`src/sv/srde_pkg.sv`:
```
// ---------------------------------------------------------------------------
// srde_pkg
// types and constants shared by the signed radix digit emitter
// ---------------------------------------------------------------------------
package srde_pkg;

  localparam int IN_W       = 32;
  localparam int CHAR_W     = 8;
  localparam int BASE_W     = 5;
  localparam int ALPHA_W    = 64;
  localparam int CFG_IDX_W  = 2;
  localparam int CFG_DATA_W = 64;
  localparam int NUM_SYMS   = 16;
  localparam int SYM_IDX_W  = 4;

  localparam logic [CFG_IDX_W-1:0] CFG_BASE_SIZE  = 2'd0;
  localparam logic [CFG_IDX_W-1:0] CFG_ALPHA_LOW  = 2'd1;
  localparam logic [CFG_IDX_W-1:0] CFG_ALPHA_HIGH = 2'd2;

  localparam logic [CHAR_W-1:0] CHAR_PLUS  = 8'h2B;
  localparam logic [CHAR_W-1:0] CHAR_MINUS = 8'h2D;

  typedef struct packed {
    logic load;
    logic chk_step;
    logic div_step;
    logic rd;
    logic emit_sign;
    logic emit_digit;
  } srde_cmd_t;

  typedef struct packed {
    logic chk_fail;
    logic chk_done;
    logic div_last;
    logic quo_zero;
    logic neg;
    logic cnt_zero;
    logic out_free;
  } srde_sts_t;

  function automatic logic [CHAR_W-1:0] sym_at(input logic [2*ALPHA_W-1:0] alpha,
                                               input logic [SYM_IDX_W-1:0] idx);
    sym_at = alpha[idx*CHAR_W +: CHAR_W];
  endfunction

endpackage

```
`src/sv/srde_if.sv`:
```
// ---------------------------------------------------------------------------
// srde channel interfaces
// valid/ready channels for input values and output characters
// ---------------------------------------------------------------------------
interface srde_in_if import srde_pkg::*; ();
  logic            valid;
  logic            ready;
  logic [IN_W-1:0] value;

  modport source (output valid, output value, input ready);
  modport sink   (input valid, input value, output ready);
endinterface

interface srde_out_if import srde_pkg::*; ();
  logic              valid;
  logic              ready;
  logic [CHAR_W-1:0] out_char;
  logic              is_last;

  modport source (output valid, output out_char, output is_last, input ready);
  modport sink   (input valid, input out_char, input is_last, output ready);
endinterface

```
`src/sv/srde_ram.sv`:
```
// ---------------------------------------------------------------------------
// srde_ram
// generic single write port ram with registered read
// ---------------------------------------------------------------------------
module srde_ram #(
  parameter int WIDTH = 4,
  parameter int DEPTH = 32
) (
  input  logic                     clk,
  input  logic                     we,
  input  logic [$clog2(DEPTH)-1:0] waddr,
  input  logic [WIDTH-1:0]         wdata,
  input  logic                     re,
  input  logic [$clog2(DEPTH)-1:0] raddr,
  output logic [WIDTH-1:0]         rdata
);

  logic [WIDTH-1:0] mem_r [DEPTH];
  logic [WIDTH-1:0] rdata_r;

  always_ff @(posedge clk) begin
    if (we) begin
      mem_r[waddr] <= wdata;
    end
    if (re) begin
      rdata_r <= mem_r[raddr];
    end
  end

  assign rdata = rdata_r;

endmodule

```
`src/sv/srde_ctrl.sv`:
```
// ---------------------------------------------------------------------------
// srde_ctrl
// sequencer: accept, alphabet check, digit division, character emission
// ---------------------------------------------------------------------------
module srde_ctrl import srde_pkg::*; (
  input  logic      clk,
  input  logic      rst_n,
  input  logic      in_valid,
  output logic      in_ready,
  input  srde_sts_t sts,
  output srde_cmd_t cmd
);

  typedef enum logic [5:0] {
    S_IDLE   = 6'b000001,
    S_CHECK  = 6'b000010,
    S_DIVIDE = 6'b000100,
    S_SIGN   = 6'b001000,
    S_READ   = 6'b010000,
    S_EMIT   = 6'b100000
  } state_t;

  state_t state_r, state_nxt;

  always_ff @(posedge clk) begin
    if (!rst_n) begin
      state_r <= S_IDLE;
    end else begin
      state_r <= state_nxt;
    end
  end

  always_comb begin
    state_nxt = state_r;
    cmd       = '0;
    in_ready  = 1'b0;
    case (state_r)
      S_IDLE: begin
        in_ready = 1'b1;
        if (in_valid) begin
          cmd.load  = 1'b1;
          state_nxt = S_CHECK;
        end
      end
      S_CHECK: begin
        if (sts.chk_fail) begin
          state_nxt = S_IDLE;
        end else if (sts.chk_done) begin
          state_nxt = S_DIVIDE;
        end else begin
          cmd.chk_step = 1'b1;
        end
      end
      S_DIVIDE: begin
        cmd.div_step = 1'b1;
        if (sts.div_last && sts.quo_zero) begin
          state_nxt = sts.neg ? S_SIGN : S_READ;
        end
      end
      S_SIGN: begin
        if (sts.out_free) begin
          cmd.emit_sign = 1'b1;
          state_nxt     = S_READ;
        end
      end
      S_READ: begin
        cmd.rd    = 1'b1;
        state_nxt = S_EMIT;
      end
      S_EMIT: begin
        if (sts.out_free) begin
          cmd.emit_digit = 1'b1;
          state_nxt      = sts.cnt_zero ? S_IDLE : S_READ;
        end
      end
      default: begin
        state_nxt = S_IDLE;
      end
    endcase
  end

endmodule

```
`src/sv/srde_dp.sv`:
```
// ---------------------------------------------------------------------------
// srde_dp
// config registers, alphabet checker, radix divider, digit stack, output reg
// ---------------------------------------------------------------------------
module srde_dp import srde_pkg::*; #(
  parameter int VALUE_WIDTH = 32,
  parameter int MAX_SYMBOLS = 16
) (
  input  logic                  clk,
  input  logic                  rst_n,
  input  logic                  cfg_we,
  input  logic [CFG_IDX_W-1:0]  cfg_idx,
  input  logic [CFG_DATA_W-1:0] cfg_wdata,
  input  logic [IN_W-1:0]       in_value,
  input  srde_cmd_t             cmd,
  output srde_sts_t             sts,
  output logic                  out_valid,
  input  logic                  out_ready,
  output logic [CHAR_W-1:0]     out_char,
  output logic                  is_last
);

  localparam int MW    = ((VALUE_WIDTH + 7) / 8) * 8;
  localparam int NSTEP = MW / 8;
  localparam int SW    = (NSTEP > 1) ? $clog2(NSTEP) : 1;
  localparam int IW    = $clog2(VALUE_WIDTH);
  localparam int CW    = $clog2(VALUE_WIDTH + 1);

  logic [BASE_W-1:0]    base_r;
  logic [ALPHA_W-1:0]   alpha_lo_r;
  logic [ALPHA_W-1:0]   alpha_hi_r;
  logic [2*ALPHA_W-1:0] alpha;

  logic                 neg_r;
  logic [MW-1:0]        quo_r;
  logic [BASE_W-1:0]    rem_r;
  logic [SW-1:0]        step_r;
  logic [CW-1:0]        cnt_r;
  logic [SYM_IDX_W-1:0] chk_i_r;
  logic                 out_valid_r;
  logic [CHAR_W-1:0]    out_char_r;
  logic                 out_last_r;

  logic [VALUE_WIDTH-1:0] val;
  logic                   val_neg;
  logic [VALUE_WIDTH-1:0] val_mag;
  logic [MW-1:0]          div_quo;
  logic [BASE_W-1:0]      div_rem;
  logic                   div_last;
  logic [CW-1:0]          cnt_m1;
  logic [CHAR_W-1:0]      sym_i;
  logic                   dup;
  logic [SYM_IDX_W-1:0]   ram_rdata;
  logic                   out_load;

  assign alpha = {alpha_hi_r, alpha_lo_r};

  // config writes
  always_ff @(posedge clk) begin
    if (!rst_n) begin
      base_r     <= '0;
      alpha_lo_r <= '0;
      alpha_hi_r <= '0;
    end else if (cfg_we) begin
      case (cfg_idx)
        CFG_BASE_SIZE:  base_r     <= cfg_wdata[BASE_W-1:0];
        CFG_ALPHA_LOW:  alpha_lo_r <= cfg_wdata;
        CFG_ALPHA_HIGH: alpha_hi_r <= cfg_wdata;
        default: ;
      endcase
    end
  end

  // sign and magnitude
  assign val     = in_value[VALUE_WIDTH-1:0];
  assign val_neg = val[VALUE_WIDTH-1];
  assign val_mag = val_neg ? (~val + 1'b1) : val;

  // alphabet check, one symbol per cycle against all later ones
  assign sym_i = sym_at(alpha, chk_i_r);

  always_comb begin
    dup = 1'b0;
    for (int j = 0; j < NUM_SYMS; j++) begin
      if ((BASE_W'(j) > {1'b0, chk_i_r}) && (BASE_W'(j) < base_r) &&
          (sym_at(alpha, SYM_IDX_W'(j)) == sym_i)) begin
        dup = 1'b1;
      end
    end
  end

  assign sts.chk_fail = (base_r < BASE_W'(2)) || (base_r > BASE_W'(MAX_SYMBOLS)) ||
                        (sym_i == CHAR_PLUS) || (sym_i == CHAR_MINUS) || dup;
  assign sts.chk_done = ({1'b0, chk_i_r} == (base_r - BASE_W'(1)));

  // restoring division, eight quotient bits per cycle
  always_comb begin
    div_rem = rem_r;
    div_quo = quo_r;
    for (int k = 0; k < 8; k++) begin
      div_rem = {div_rem[BASE_W-2:0], div_quo[MW-1]};
      div_quo = {div_quo[MW-2:0], 1'b0};
      if (div_rem >= base_r) begin
        div_rem    = div_rem - base_r;
        div_quo[0] = 1'b1;
      end
    end
  end

  assign div_last     = (step_r == SW'(NSTEP - 1));
  assign sts.div_last = div_last;
  assign sts.quo_zero = (div_quo == '0);
  assign sts.neg      = neg_r;
  assign sts.cnt_zero = (cnt_r == '0);
  assign sts.out_free = !out_valid_r || out_ready;
  assign cnt_m1       = cnt_r - CW'(1);

  // control counters
  always_ff @(posedge clk) begin
    if (!rst_n) begin
      step_r  <= '0;
      cnt_r   <= '0;
      chk_i_r <= '0;
    end else begin
      if (cmd.load) begin
        step_r  <= '0;
        cnt_r   <= '0;
        chk_i_r <= '0;
      end
      if (cmd.chk_step) begin
        chk_i_r <= chk_i_r + SYM_IDX_W'(1);
      end
      if (cmd.div_step) begin
        if (div_last) begin
          step_r <= '0;
          cnt_r  <= cnt_r + CW'(1);
        end else begin
          step_r <= step_r + SW'(1);
        end
      end
      if (cmd.rd) begin
        cnt_r <= cnt_m1;
      end
    end
  end

  // value datapath
  always_ff @(posedge clk) begin
    if (cmd.load) begin
      neg_r <= val_neg;
      quo_r <= MW'(val_mag);
      rem_r <= '0;
    end
    if (cmd.div_step) begin
      quo_r <= div_quo;
      rem_r <= div_last ? '0 : div_rem;
    end
  end

  // digit stack, least significant first
  srde_ram #(
    .WIDTH (SYM_IDX_W),
    .DEPTH (VALUE_WIDTH)
  ) u_stack (
    .clk   (clk),
    .we    (cmd.div_step && div_last),
    .waddr (cnt_r[IW-1:0]),
    .wdata (div_rem[SYM_IDX_W-1:0]),
    .re    (cmd.rd),
    .raddr (cnt_m1[IW-1:0]),
    .rdata (ram_rdata)
  );

  // output register
  assign out_load = cmd.emit_sign || cmd.emit_digit;

  always_ff @(posedge clk) begin
    if (!rst_n) begin
      out_valid_r <= 1'b0;
    end else if (out_load) begin
      out_valid_r <= 1'b1;
    end else if (out_ready) begin
      out_valid_r <= 1'b0;
    end
  end

  always_ff @(posedge clk) begin
    if (cmd.emit_sign) begin
      out_char_r <= CHAR_MINUS;
      out_last_r <= 1'b0;
    end else if (cmd.emit_digit) begin
      out_char_r <= sym_at(alpha, ram_rdata);
      out_last_r <= (cnt_r == '0);
    end
  end

  assign out_valid = out_valid_r;
  assign out_char  = out_char_r;
  assign is_last   = out_last_r;

endmodule

```
`src/sv/signed_radix_digit_emitter_core.sv`:
```
// ---------------------------------------------------------------------------
// signed_radix_digit_emitter_core
// signed integer to text in a configurable radix of up to 16 symbols
// ---------------------------------------------------------------------------
// One value is converted at a time. After acceptance the alphabet is checked
// at one symbol per cycle (a rejected alphabet ends the transaction there
// with no characters). Each digit then takes a pass of the shared divider,
// which retires eight quotient bits per cycle. Digits are pushed onto a
// stack RAM and popped most significant first; each character is a RAM read
// followed by an output load, and a leading '-' is loaded before the digits.
// The final character of a value has is_last. Configuration is to be
// written only while the block is idle; the block itself does not enforce
// this.
module signed_radix_digit_emitter_core import srde_pkg::*; #(
  parameter int MAX_SYMBOLS = 16,
  parameter int VALUE_WIDTH = 32
) (
  input  logic                  clk,
  input  logic                  rst_n,
  srde_in_if.sink               in_ch,
  srde_out_if.source            out_ch,
  input  logic                  cfg_we,
  input  logic [CFG_IDX_W-1:0]  cfg_idx,
  input  logic [CFG_DATA_W-1:0] cfg_wdata
);

  srde_cmd_t cmd;
  srde_sts_t sts;
  logic      in_ready;

  assign in_ch.ready = in_ready;

  srde_ctrl u_ctrl (
    .clk      (clk),
    .rst_n    (rst_n),
    .in_valid (in_ch.valid),
    .in_ready (in_ready),
    .sts      (sts),
    .cmd      (cmd)
  );

  srde_dp #(
    .VALUE_WIDTH (VALUE_WIDTH),
    .MAX_SYMBOLS (MAX_SYMBOLS)
  ) u_dp (
    .clk       (clk),
    .rst_n     (rst_n),
    .cfg_we    (cfg_we),
    .cfg_idx   (cfg_idx),
    .cfg_wdata (cfg_wdata),
    .in_value  (in_ch.value),
    .cmd       (cmd),
    .sts       (sts),
    .out_valid (out_ch.valid),
    .out_ready (out_ch.ready),
    .out_char  (out_ch.out_char),
    .is_last   (out_ch.is_last)
  );

endmodule

```
`src/flat_wrapper.sv`:
```
// flat-port wrapper written by rule: the top's interface ports become plain ports
module signed_radix_digit_emitter_core_flat import srde_pkg::*;
#(
  parameter int MAX_SYMBOLS = 16,
  parameter int VALUE_WIDTH = 32
)
  (clk, rst_n, cfg_we, cfg_idx, cfg_wdata, in_ch_valid, in_ch_value, in_ch_ready, out_ch_valid, out_ch_out_char, out_ch_is_last, out_ch_ready);
  srde_in_if in_ch_i ();
  srde_out_if out_ch_i ();
  input  logic clk;
  input  logic rst_n;
  input  logic cfg_we;
  input  logic [CFG_IDX_W-1:0] cfg_idx;
  input  logic [CFG_DATA_W-1:0] cfg_wdata;
  input wire logic [$bits(in_ch_i.valid)-1:0] in_ch_valid;
  input wire logic [$bits(in_ch_i.value)-1:0] in_ch_value;
  output wire logic [$bits(in_ch_i.ready)-1:0] in_ch_ready;
  output wire logic [$bits(out_ch_i.valid)-1:0] out_ch_valid;
  output wire logic [$bits(out_ch_i.out_char)-1:0] out_ch_out_char;
  output wire logic [$bits(out_ch_i.is_last)-1:0] out_ch_is_last;
  input wire logic [$bits(out_ch_i.ready)-1:0] out_ch_ready;
  assign in_ch_i.valid = in_ch_valid;
  assign in_ch_i.value = in_ch_value;
  assign in_ch_ready = in_ch_i.ready;
  assign out_ch_valid = out_ch_i.valid;
  assign out_ch_out_char = out_ch_i.out_char;
  assign out_ch_is_last = out_ch_i.is_last;
  assign out_ch_i.ready = out_ch_ready;
  signed_radix_digit_emitter_core #(.MAX_SYMBOLS(MAX_SYMBOLS), .VALUE_WIDTH(VALUE_WIDTH)) u_core (.clk(clk), .rst_n(rst_n), .in_ch(in_ch_i), .out_ch(out_ch_i), .cfg_we(cfg_we), .cfg_idx(cfg_idx), .cfg_wdata(cfg_wdata));
endmodule
```
`config.mk`:
```
export PLATFORM = sky130hd
export DESIGN_NAME = signed_radix_digit_emitter_core_flat
export DESIGN_NICKNAME = d
export VERILOG_FILES = /design/src/sv/srde_pkg.sv /design/src/sv/srde_if.sv /design/src/sv/srde_ram.sv /design/src/sv/srde_ctrl.sv /design/src/sv/srde_dp.sv /design/src/sv/signed_radix_digit_emitter_core.sv /design/src/flat_wrapper.sv
export SDC_FILE = /design/constraint.sdc
export NUM_CORES = 1
export LEC_CHECK = 0
export BUFFER_PORTS_ARGS = -buffer_cell sky130_fd_sc_hd__buf_2
export CORE_AREA = 2 2 225 227
export DETAILED_ROUTE_END_ITERATION = 10
export DIE_AREA = 0 0 227 229
export PLACE_DENSITY = 0.57
export SLEW_MARGIN = 20
export SYNTH_ARGS = -nofsm -noshare
export SYNTH_HDL_FRONTEND = slang
export SYNTH_SLANG_ARGS = --single-unit
```
`constraint.sdc`:
```
create_clock -name clk -period 18.9 [get_ports clk]
set_input_delay 0.945 -clock clk [delete_from_list [all_inputs] [get_ports clk]]
set_output_delay 0.945 -clock clk [all_outputs]
set_load 0.1 [all_outputs]
```
# Yosys cells after proc, flatten, opt, wreduce, memory -nomap -nowiden
# Memories as Yosys holds them, arrays and structs flattened. A register that Yosys moved wholly into a read port is not among the register bits.
# Index checks and enable logic that the tools add are counted.
[word_totals]
output_inout_bits = 11
word_cells = 222
ram_bits = 128
regBits = 198
in_bits = 103
mem_count = 1
[classes]
n_bitwise = 1
reduce_logical = 49
shifts = 2
n_mux = 70
add_sub_neg = 14
n_eq_ne = 32
magnitude_cmp = 40
[mem_list]
columns = ["name", "words", "width", "read_ports", "rd_clocked_by_memory_dff", "write_ports", "line", "text"]
rows = [
  ["u_core.u_dp.u_stack.mem_r", 32, 4, 1, 1, 1, "srde_ram.sv:18", "logic [WIDTH-1:0] mem_r [DEPTH];"],
]
[ops]
columns = ["cell", "n"]
rows = [
  ["$shiftx A128 B8 Y8", 2],
  ["$eq A8 B8 Y1", 15],
  ["$mux W32", 3],
  ["$mux W6", 10],
  ["$mux W4", 13],
  ["$ge A5 B5 Y1", 8],
  ["$lt A4 B5 Y1 const A", 8],
  ["$mux W1", 38],
  ["$pmux W6 S6", 1],
  ["$add A32 B1 Y32 const B", 1],
  ["$gt A4 B4 Y1 const A", 8],
  ["$logic_and A1 B1 Y1", 32],
  ["$logic_not A32 Y1", 1],
  ["$not A32 Y32", 1],
  ["$sub A4 B4 Y4", 8],
  ["$lt A3 B5 Y1 const A", 4],
  ["$eq A8 B6 Y1 const B", 2],
  ["$gt A3 B4 Y1 const A", 4],
  ["$lt A2 B5 Y1 const A", 2],
  ["$mux W5", 2],
  ["$gt A2 B4 Y1 const A", 2],
  ["$add A6 B1 Y6 const B", 1],
  ["$eq A6 B1 Y1 const B", 1],
  ["$eq A6 B2 Y1 const B", 1],
  ["other kinds (26)", 40],
]

# Depth between registers and ports, before layout
[logic_depth]
word_depth = 22
mapped_depth = 85
ltp_nobuf = 78

# Hierarchy
# A second synthesis with hierarchy kept.
[unflattened]
hier_cells = 1946
hier_area_um2 = 20208.1
[modules_own_cells]
columns = ["mod", "area_per_inst_um2", "cells_each", "instances", "seq_area_each_um2"]
rows = [
  ["srde_dp", 14528.9, 1654, 1, 4214.0],
  ["srde_ram", 5178.7, 231, 1, 3963.8],
  ["srde_ctrl", 500.5, 61, 1, 120.1],
]

# Worst setup path after synthesis
# No wires, ideal clock.
[synth_path]
path_kind = "register -> register"
startpoint = "register u_core.u_dp.base_r[1]"
endpoint = "register u_core.u_dp.rem_r[0], data pin"
path_buffers = 7
setup_ns = 0.160
t_required_ns = 18.740
arrival_time_ns = 14.020
period_less_slack_ns = 14.180
slack_ns = 4.720
path_stages_with_launch = 74
path_cell_list = "dfxtp_1 > inv_1 > ha_1 > a21o_1 > a21o_1 > o21a_1 > o21ai_0 > nand2b_1 > clkbuf_1 > o21ai_0 > inv_1 > ha_1 > nor2b_1 > o21ai_0 > nand2b_1 > o21a_1 > o21ai_0 > nand2b_1 > (+38 left out) > ha_1 > nor2b_1 > o21ai_0 > nand2b_1 > o21a_1 > o21ai_0 > nand2b_1 > clkbuf_1 > a21oi_1 > ha_1 > nor2b_1 > o21ai_0 > a31oi_1 > o21ai_0 > nand2b_1 > clkbuf_1 > a21oi_1 > nor3b_1"
[synth_via]
elab_chain_cells = 18
elab_cells_between_ends = 25
cone_classes = "add/sub (7); order compare (8); mux (10)"
[synth_lines]
columns = ["item", "line", "text"]
rows = [
  ["start, declared", "srde_dp.sv:29", "logic [BASE_W-1:0] base_r;"],
  ["start signal, assigned", "srde_dp.sv:66", "CFG_BASE_SIZE: base_r <= cfg_wdata[BASE_W-1:0];"],
  ["$sub A4 B4 Y4 / $ge A5 B5 Y1 (equally long branches)", "srde_dp.sv:104, srde_dp.sv:103", ""],
  ["$mux W4", "srde_dp.sv:103", "if (div_rem >= base_r) begin"],
  ["$sub A4 B4 Y4 / $ge A5 B5 Y1 (equally long branches)", "srde_dp.sv:104, srde_dp.sv:103", ""],
  ["$mux W4", "srde_dp.sv:103", ""],
  ["$sub A4 B4 Y4 / $ge A5 B5 Y1 (equally long branches)", "srde_dp.sv:104, srde_dp.sv:103", ""],
  ["$mux W4", "srde_dp.sv:103", ""],
  ["$ge A5 B5 Y1 / $sub A4 B4 Y4 (equally long branches)", "srde_dp.sv:103, srde_dp.sv:104", ""],
  ["$mux W4", "srde_dp.sv:103", ""],
  ["(+3 left out)", "--", ""],
  ["$mux W4", "srde_dp.sv:103", ""],
  ["$sub A4 B4 Y4 / $ge A5 B5 Y1 (equally long branches)", "srde_dp.sv:104, srde_dp.sv:103", ""],
  ["$mux W4", "srde_dp.sv:103", ""],
  ["$ge A5 B5 Y1 (*)", "srde_dp.sv:103", ""],
  ["$mux W4 (*)", "srde_dp.sv:103", ""],
  ["net u_core.u_dp.div_rem[0]", "srde_dp.sv:48", "logic [BASE_W-1:0] div_rem;"],
  ["$mux W4 (*)", "srde_dp.sv:156", "rem_r <= div_last ? '0 : div_rem;"],
  ["$mux W4 (*)", "srde_dp.sv:154", "if (cmd.div_step) begin"],
  ["end signal, assigned", "srde_dp.sv:156", ""],
  ["end, declared", "srde_dp.sv:36", "logic [BASE_W-1:0] rem_r;"],
]
# Mark *: on every way through the listed nets, which the timed path passes. The rest lies on a longest branch.
# A chain may end at the register's enable or synchronous reset.

# Final worst setup path
[layout_path]
startpoint = "register u_core.u_dp.base_r[1]"
endpoint = "register u_core.u_ctrl.state_r[0]"
[layout_via]
elab_chain_cells = 21
elab_cells_between_ends = 105
cone_classes = "add/sub (8); order compare (25); eq/ne (3); mux (32); reduce/logical (37)"
[layout_lines]
columns = ["item", "line", "text"]
rows = [
  ["branches (longest 21 deep; another with $ge A5 B5 Y1)", "--", ""],
  ["end signal, assigned", "srde_ctrl.sv:29", "state_r <= state_nxt;"],
  ["end, declared", "srde_ctrl.sv:23", "state_t state_r, state_nxt;"],
]
# Parallel ways; which one is timed is not known.

==> impl_metrics.toml <==
[sta]
clock_skew_ps = 17.8
max_freq_mhz = 61.4
min_period_ps = 16280
period_share = 0.862
timing.final.ws_setup_ps = 2620
finalSetupViolations = 0
relSlewSlack = 0.247
rsz0062_at_grt = "no"
finalHoldViolations = 0
slew_viol_final = 0
worst_pin_slew_ps = 1120
fin_tns_setup_ps = 0

[cts]
hold_buffers = 0
cts-root-buf = "clkbuf_16"
cts_max_level = 2
cts_resized = 0
cts_setup_buffers = 0
clock-sinks = 330
clockBufferDepth = 3
numCtsBuffers = 37
clk_latency_ps = 550
cts_tree = "built"
clkTransAtPathRegs_ps = 60

[synthesis]
ys_seq_area_frac = 0.424
ys.flop_type = "edfxtp_1"
syn_area_um2 = 19600
yosysUniqueCellTypes = 88
synth-edff-count = 169
synthCells = 1942
synthArstFlopShare = 0
syn_nets = 2104
ys_ff_latch = 330
yosys_warnings = 0
avgSynthCellArea_um2 = 10.1

[routing]
drc = 0
wirelength_um = 59200
drtIter0Drc = 1234
vias = 15400
post_drt_wl_per_cell_um = 22.0
dr.pass1.iters = 6
avgViaCountPerCell = 5.71
ant_nets = 0

[final_layout]
final_nets = 2151
final_util = 0.437
area_growth_pct = 11.0
fillers = 4822
multiInputGateArea_um2 = 10500
design_area_um2 = 21700
drive_above_1_share = 0.164
layout.area.seq_um2 = 8300

[worst_setup_path]
cp.arrival_ps = 16730
end_kind = "flop"
path_common_cell = "o21ai_0"
cp_slowest_stage_delay_ps = 820
crit_type = "reg -> reg"
critPathLaunchType = "flop"
cpMaxStageDelayCell = "dfxtp_1"
crit_required_ps = 19350
path_max_fanout = 18

[placement]
post_dp_cell_area_um2 = 20600
place_congestion = 0.964
pre_cts_slack_ps = 2550
port_buffers = 113
detailed_place_hpwl_um = 42800

[min_path]
hold_class = "reg -> reg"

[floorplan]
fp-row-count = 82
die_area_um2 = 52000
die_h_um = 229
start_util = 0.394
core_um2 = 49700
die_w_um = 227
pin_count = 114

[global_routing]
grtUsageTotal = 0.230
grt_first_pass_wirelength_um = 91600
antenna_found_initial = 2
met3_usage = 0.0378
first_global_vias = 15300
grtUsageMet1 = 0.296
busiest_layer = "met2"
grt_max_degree = 77
grt_overflow = 0
use_met2 = 0.386

[flow_run]
drv_cap = 0

[status]
status = "finished clean"
[registers in the layout (all words and copies together), names as in the netlist, 2 cells and up]
register,flops
u_core.u_dp.cnt_r,6
u_core.u_ctrl.state_r,6
u_core.u_dp.alpha_hi_r,64
u_core.u_dp.out_char,8
u_core.u_dp.step_r,2
u_core.u_dp.quo_r,32
u_core.u_dp.rem_r,4
u_core.u_dp.alpha_lo_r,64
u_core.u_dp.base_r,5
u_core.u_dp.chk_i_r,4
u_core.u_dp.u_stack.mem_r,128
u_core.u_dp.u_stack.rdata,4
[synth_stat cells (all sizes together), types with 8 or more instances]
cell type,n,area [um^2]
nor2b,21,131
ha,51,638
clkbuf,77,289
nand2b,17,106
a31oi,11,68.8
xor2,65,569
edfxtp,169,5070
mux4,84,1890
a21oi,176,881
or4,8,60.1
o22ai,10,62.6
a21o,10,75.1
buf,48,297
inv,43,161
nor2,97,367
dfxtp,161,3220
o31ai,14,105
nor3,29,145
nand2,356,1340
mux2i,58,581
xnor2,84,736
and2,8,50.1
o41ai,9,86.3
mux2,31,349
fa,8,160
nor4,17,134
nand4,19,119
nand3,31,168
o21ai,79,403
a211oi,16,145
or3,11,68.8
nand3b,12,90.1
[cell type report]
cell class,count,area share
antenna,1,0.000115
clock buffer,47,0.0453
clock inverter,16,0.00761
inverter,44,0.00772
multi-input combinational,1443,0.485
sequential,330,0.382
tap,672,0.0387
timing repair buffer,133,0.0330
[final timing paths]
kind,from,endpoint,slack [ps],cells past startpoint
setup reg to reg,u_core.u_dp.base_r[1],u_core.u_ctrl.state_r[0],2620,70
setup / recovery,u_core.u_dp.base_r[1],u_core.u_ctrl.state_r[0],2620,70
hold reg to reg,u_core.u_dp.out_char[5],u_core.u_dp.out_char[5],470,2
hold / removal,u_core.u_dp.out_char[5],u_core.u_dp.out_char[5],470,2
[routing by layer]
| metal | share of wire | vias to the layer above |
|---|---|---|
| li1 | - | 7182 |
| met1 | 0.41 | 7547 |
| met2 | 0.49 | 493 |
| met3 | 0.058 | 126 |
| met5 | 0.00019 | - |
| met4 | 0.037 | 2 |
[per-stage QoR]
step,hold WS (ps),cells
after global routing,503,2686
after floorplan,443,1942
final,467,2686
after detailed placement,456,2622
after CTS,471,2685
after global placement,446,2622
[cells by family after synthesis]
group | synth area share
flip-flops | 0.424
AO/OA/AOI/OAI | 0.132
XOR/XNOR | 0.0667
buffers and inverters | 0.0384
multiplexers | 0.144
adder cells (fa/ha/maj) | 0.0408
AND/OR/NAND/NOR | 0.154
[worst max-delay path, delay by kind of cell (launching register included)]
family          cells  cell delay, ps
flops               1             820
simple gates       20            3400
fa+ha+maj           8            2570
buf+inv             7            1140
compound gates     35            8240
[placed cells by master (no fill, tap or decap), drive strengths merged, types with 19 or more instances in the layout]
master and instances:
nand2 356, dfxtp 161, buf 133, nor2b 21, mux2i 58, a21oi 176
xnor2 84, mux2 31, nor2 97, clkbuf 47, nand4 19, inv 44
mux4 84, o21ai 79, edfxtp 169, xor2 65, nor3 29, nand3 31
ha 51
Power is not shown: default switching activity piles up to over one toggle a cycle in this logic, so the estimate is an artifact.
